## src/hdl/mlfe_div.sv

```systemverilog
// Restoring unsigned divider, one quotient bit per cycle.
module mlfe_div #(
   parameter int NW = 40,
   parameter int DW = 6
) (
   input  logic          clock,
   input  logic          reset,
   input  logic          start,
   input  logic [NW-1:0] dividend,
   input  logic [DW-1:0] divisor,
   output logic          done,
   output logic [NW-1:0] quotient
);
   localparam int CW = $clog2(NW + 1);

   logic [NW-1:0] quo_ff, quo_in;
   logic [DW-1:0] rem_ff, rem_in;
   logic [DW-1:0] div_ff;
   logic [CW-1:0] cnt_ff, cnt_in;
   logic          busy_ff, busy_in;
   logic          done_ff, done_in;
   logic [DW:0]   trial;
   logic          fits;

   always_comb begin
      trial   = {rem_ff, quo_ff[NW-1]};
      fits    = trial >= {1'b0, div_ff};
      quo_in  = quo_ff;
      rem_in  = rem_ff;
      cnt_in  = cnt_ff;
      busy_in = busy_ff;
      done_in = 1'b0;
      if (start) begin
         quo_in  = dividend;
         rem_in  = '0;
         cnt_in  = CW'(NW);
         busy_in = 1'b1;
      end else if (busy_ff) begin
         quo_in = {quo_ff[NW-2:0], fits};
         rem_in = fits ? DW'(trial - {1'b0, div_ff}) : DW'(trial);
         cnt_in = cnt_ff - 1'b1;
         if (cnt_ff == CW'(1)) begin
            busy_in = 1'b0;
            done_in = 1'b1;
         end
      end
   end

   always_ff @(posedge clock) begin
      quo_ff <= quo_in;
      rem_ff <= rem_in;
      cnt_ff <= cnt_in;
      if (start) begin
         div_ff <= divisor;
      end
      if (reset) begin
         busy_ff <= 1'b0;
         done_ff <= 1'b0;
      end else begin
         busy_ff <= busy_in;
         done_ff <= done_in;
      end
   end

   assign done     = done_ff;
   assign quotient = quo_ff;
endmodule

```

## config.mk

```make
export PLATFORM = sky130hd
export DESIGN_NAME = mlfe_div
export DESIGN_NICKNAME = d
export VERILOG_FILES = /design/src/hdl/mlfe_div.sv
export SDC_FILE = /design/constraint.sdc
export NUM_CORES = 1
export LEC_CHECK = 0
export BUFFER_PORTS_ARGS = -buffer_cell sky130_fd_sc_hd__buf_2
export CAP_MARGIN = 40
export CORE_MARGIN = 1
export CORE_UTILIZATION = 40
export DETAILED_ROUTE_END_ITERATION = 7
export PLACE_DENSITY = 0.73
export REMOVE_ABC_BUFFERS = 1
export SKIP_CTS_REPAIR_TIMING = 1
export SLEW_MARGIN = 20
export SYNTH_ARGS = -nofsm -noshare
export SYNTH_HDL_FRONTEND = slang
export SYNTH_SLANG_ARGS = --single-unit
```

## constraint.sdc

```tcl
create_clock -name clock -period 2.3 [get_ports clock]
set_input_delay 0.46 -clock clock [delete_from_list [all_inputs] [get_ports clock]]
set_output_delay 0.46 -clock clock [all_outputs]
set_load 0.05 [all_outputs]
```

==> flow_metrics.py <==
metrics = {
    "status": {
        "outcome": "finished, final reports clean",
    },
    "place": {
        "place_area_um2": 3340,
        "io_buffers": 89,
        "dpl.hpwl_mm": 3.83,
        "finalWeightedCongestion": 0.749,
        "dp.cells": 362,
    },
    "synthesis": {
        "synthTopCellsByArea": "edfxtp_1 50%, mux2_2 17%, dfxtp_1 10%",
        "synth.avg_cell_area_um2": 13.7,
        "ys_seq_elements": 60,
        "syn_area_um2": 2780,
        "ys.flop_type": "edfxtp_1",
        "yosysSeqAreaShare_pct": 59.9,
        "synth_most_common_cell": "edfxtp_1",
        "synth.distinct_cells": 35,
        "synthTopCellsByCount": "46 x edfxtp_1, 41 x mux2_2, 17 x nor2_1",
        "ys_warn_count": 0,
        "synth_edf_count": 46,
        "async_flop_share_pct": 0,
        "synthCells": 202,
        "synth_area_leader_cell": "edfxtp_1",
        "synth_top_area_share_pct": 49.8,
    },
    "global_route": {
        "grt_start_max_net_pins": 39,
        "track_usage_pct": 15.8,
        "antenna_found_initial": 0,
        "grt_pass1_wl_mm": 8.71,
        "grt-ovfl-total": 0,
        "grt_pass1_vias": 1897,
    },
    "worst_setup_path": {
        "cp_data_arrival_time_ns": 2.19,
        "critPathKind": "flip-flop to flip-flop",
        "required_ns": 2.39,
        "worstPathCellList": "inv_1 > ha_1 > a21o_1 > a211o_1 > a41o_1 > mux2_2",
        "cp_slowest_cell": "edfxtp_1",
        "crit_fanout": 10,
        "critPathTopFamily": "compound AO/OA/AOI/OAI gates",
        "cp-start-kind": "flip-flop",
        "endpoint_kind": "flip-flop",
        "critPathMaxStageDelay_ns": 0.38,
        "critical_path_buf_inv_count": 1,
    },
    "clocking": {
        "numCtsBuffers": 9,
        "cts.htree.levels": 3,
        "root_buffer": "clkbuf_8",
        "cts.reportedPaths.clkPinSlew_ns": 0.07,
        "cts_sinks": 60,
        "worstSkewPairLatency_ns": 0.34,
        "cts_tree": "done",
        "clk_path_buf_depth": 2,
    },
    "layout": {
        "nets": 355,
        "diodes": 0,
        "final_cells": 378,
        "drive_gt1_share_pct": 50.5,
        "postLayoutCoreUtil_pct": 54.2,
        "final_area_um2": 3540,
        "syn2layout_area_growth_pct": 27.5,
    },
    "floorplan": {
        "start_util_pct": 42.5,
        "design.core.area_um2": 6530,
        "die_h_um": 85.3,
        "die-area_um2": 7280,
        "ioPinCount": 90,
        "die_w_um": 85.3,
        "rows": 29,
    },
    "detailed_routing": {
        "antenna_left": 0,
        "drc": 0,
        "num_vias": 1865,
        "drtPass1Iterations": 4,
        "drt_wl_total_mm": 5.42,
        "drt-wirelength-per-cell_um": 14.3,
        "drtIter0Drc": 72,
        "viasPerCell": 4.93,
    },
    "worst_hold_path": {
        "worst_hold_path_type": "input pin to flip-flop",
    },
    "sta": {
        "slew_headroom_pct": 55.8,
        "skew_ns": 0.00916,
        "finalHoldViolCount": 0,
        "tns_ns": 0,
        "max_freq_ghz": 0.476,
        "slew_violations": 0,
        "setup_viol": 0,
        "post-route-period-util_pct": 91.4,
        "period_needed_ns": 2.10,
        "tightest_slew_ns": 0.663,
        "rsz0062_at_grt": "no",
    },
    "pwr": {
        "vdd_drop_max_v": 0.000557,
        "power_density_nw_per_um2": 855,
        "power_mw": 3.02,
        "p_leak_nw": 1.50,
    },
    "flow_run": {
        "maxCapViolCount": 0,
    },
}
## cell type report
class,instances,area (µm²)
inverters,11,41.3
flip-flops and latches,60,1660
multi-input cells,122,1030
clock buffers,10,138
clock inverters,6,63.8
repair buffers,92,505
fillers,574,2990
well taps,77,96.3
## kinds of logic (layout without fill, tap and decap cells)
| family | Yosys count | in the layout | synth area share [%] |
|---|---|---|---|
| simple gates | 38 | 38 | 6.72 |
| fa+ha+maj | 10 | 10 | 4.78 |
| buf+inv | 20 | 119 | 2.98 |
| flops | 60 | 60 | 59.9 |
| xor+xnor | 7 | 7 | 2.21 |
| compound gates | 23 | 23 | 5.73 |
| mux | 44 | 44 | 17.7 |
## layer usage
layer  track usage, %  share of wire [%]  wire [µm]
met5                0                  0          0
met1             19.4                 46       2480
met4             9.09                2.2        120
met2             23.8                 44       2400
met3             6.23                7.8        421
## layout by cell type, fill, tap and decap left out, types with 5 or more instances in the layout
cell type | netlist | layout
nand2_1 | 5 | 5
inv_1 | 11 | 11
mux2_2 | 41 | 41
clkbuf_8 | 0 | 10
dfxtp_1 | 14 | 14
ha_1 | 9 | 9
a21oi_1 | 6 | 6
buf_2 | 0 | 89
nor2_1 | 17 | 17
edfxtp_1 | 46 | 46
## worst paths after layout
check | slack (ns) | endpoint | cells after the start | start
hold / removal | 0.30 | div_ff[3]$_DFFE_PP_ | 1 | divisor[3]
setup reg to reg | 0.20 | quotient[0]$_DFFE_PP_ | 6 | div_ff[4]$_DFFE_PP_
setup / recovery | 0.20 | quotient[0]$_DFFE_PP_ | 6 | div_ff[4]$_DFFE_PP_
hold reg to reg | 0.51 | cnt_ff[1]$_SDFFE_PP0P_ | 2 | cnt_ff[1]$_SDFFE_PP0P_
## through the flow
stage	hold WS [ns]	worst slack [ns]
3_3_place_gp	0.482	0.283
4_1_cts	0.282	0.206
6_report	0.295	0.198
3_5_place_dp	0.502	0.221
2_1_floorplan	0.466	0.132
5_1_grt	0.282	0.103
## sequential cells by signal, summed over array words and instances, names as in the netlist
name	flops
busy_ff	1
cnt_ff	6
div_ff	6
done	1
quotient	40
rem_ff	6
## where the power goes
group	total, mW	leakage (nW)	switching, mW	internal [mW]
registers	1.36	0.576	0.0657	1.30
logic	0.711	0.823	0.466	0.245
clock network	0.949	0.0983	0.422	0.527
total	3.02	1.50	0.954	2.07
## worst reg2reg max path, stage by stage, from the launching register on
cell and delay, ns:
edfxtp_1 0.38, inv_1 0.07, ha_1 0.27, a21o_1 0.18, a211o_1 0.29, a41o_1 0.35
mux2_2 0.32
(Power assumes the default switching activity.)
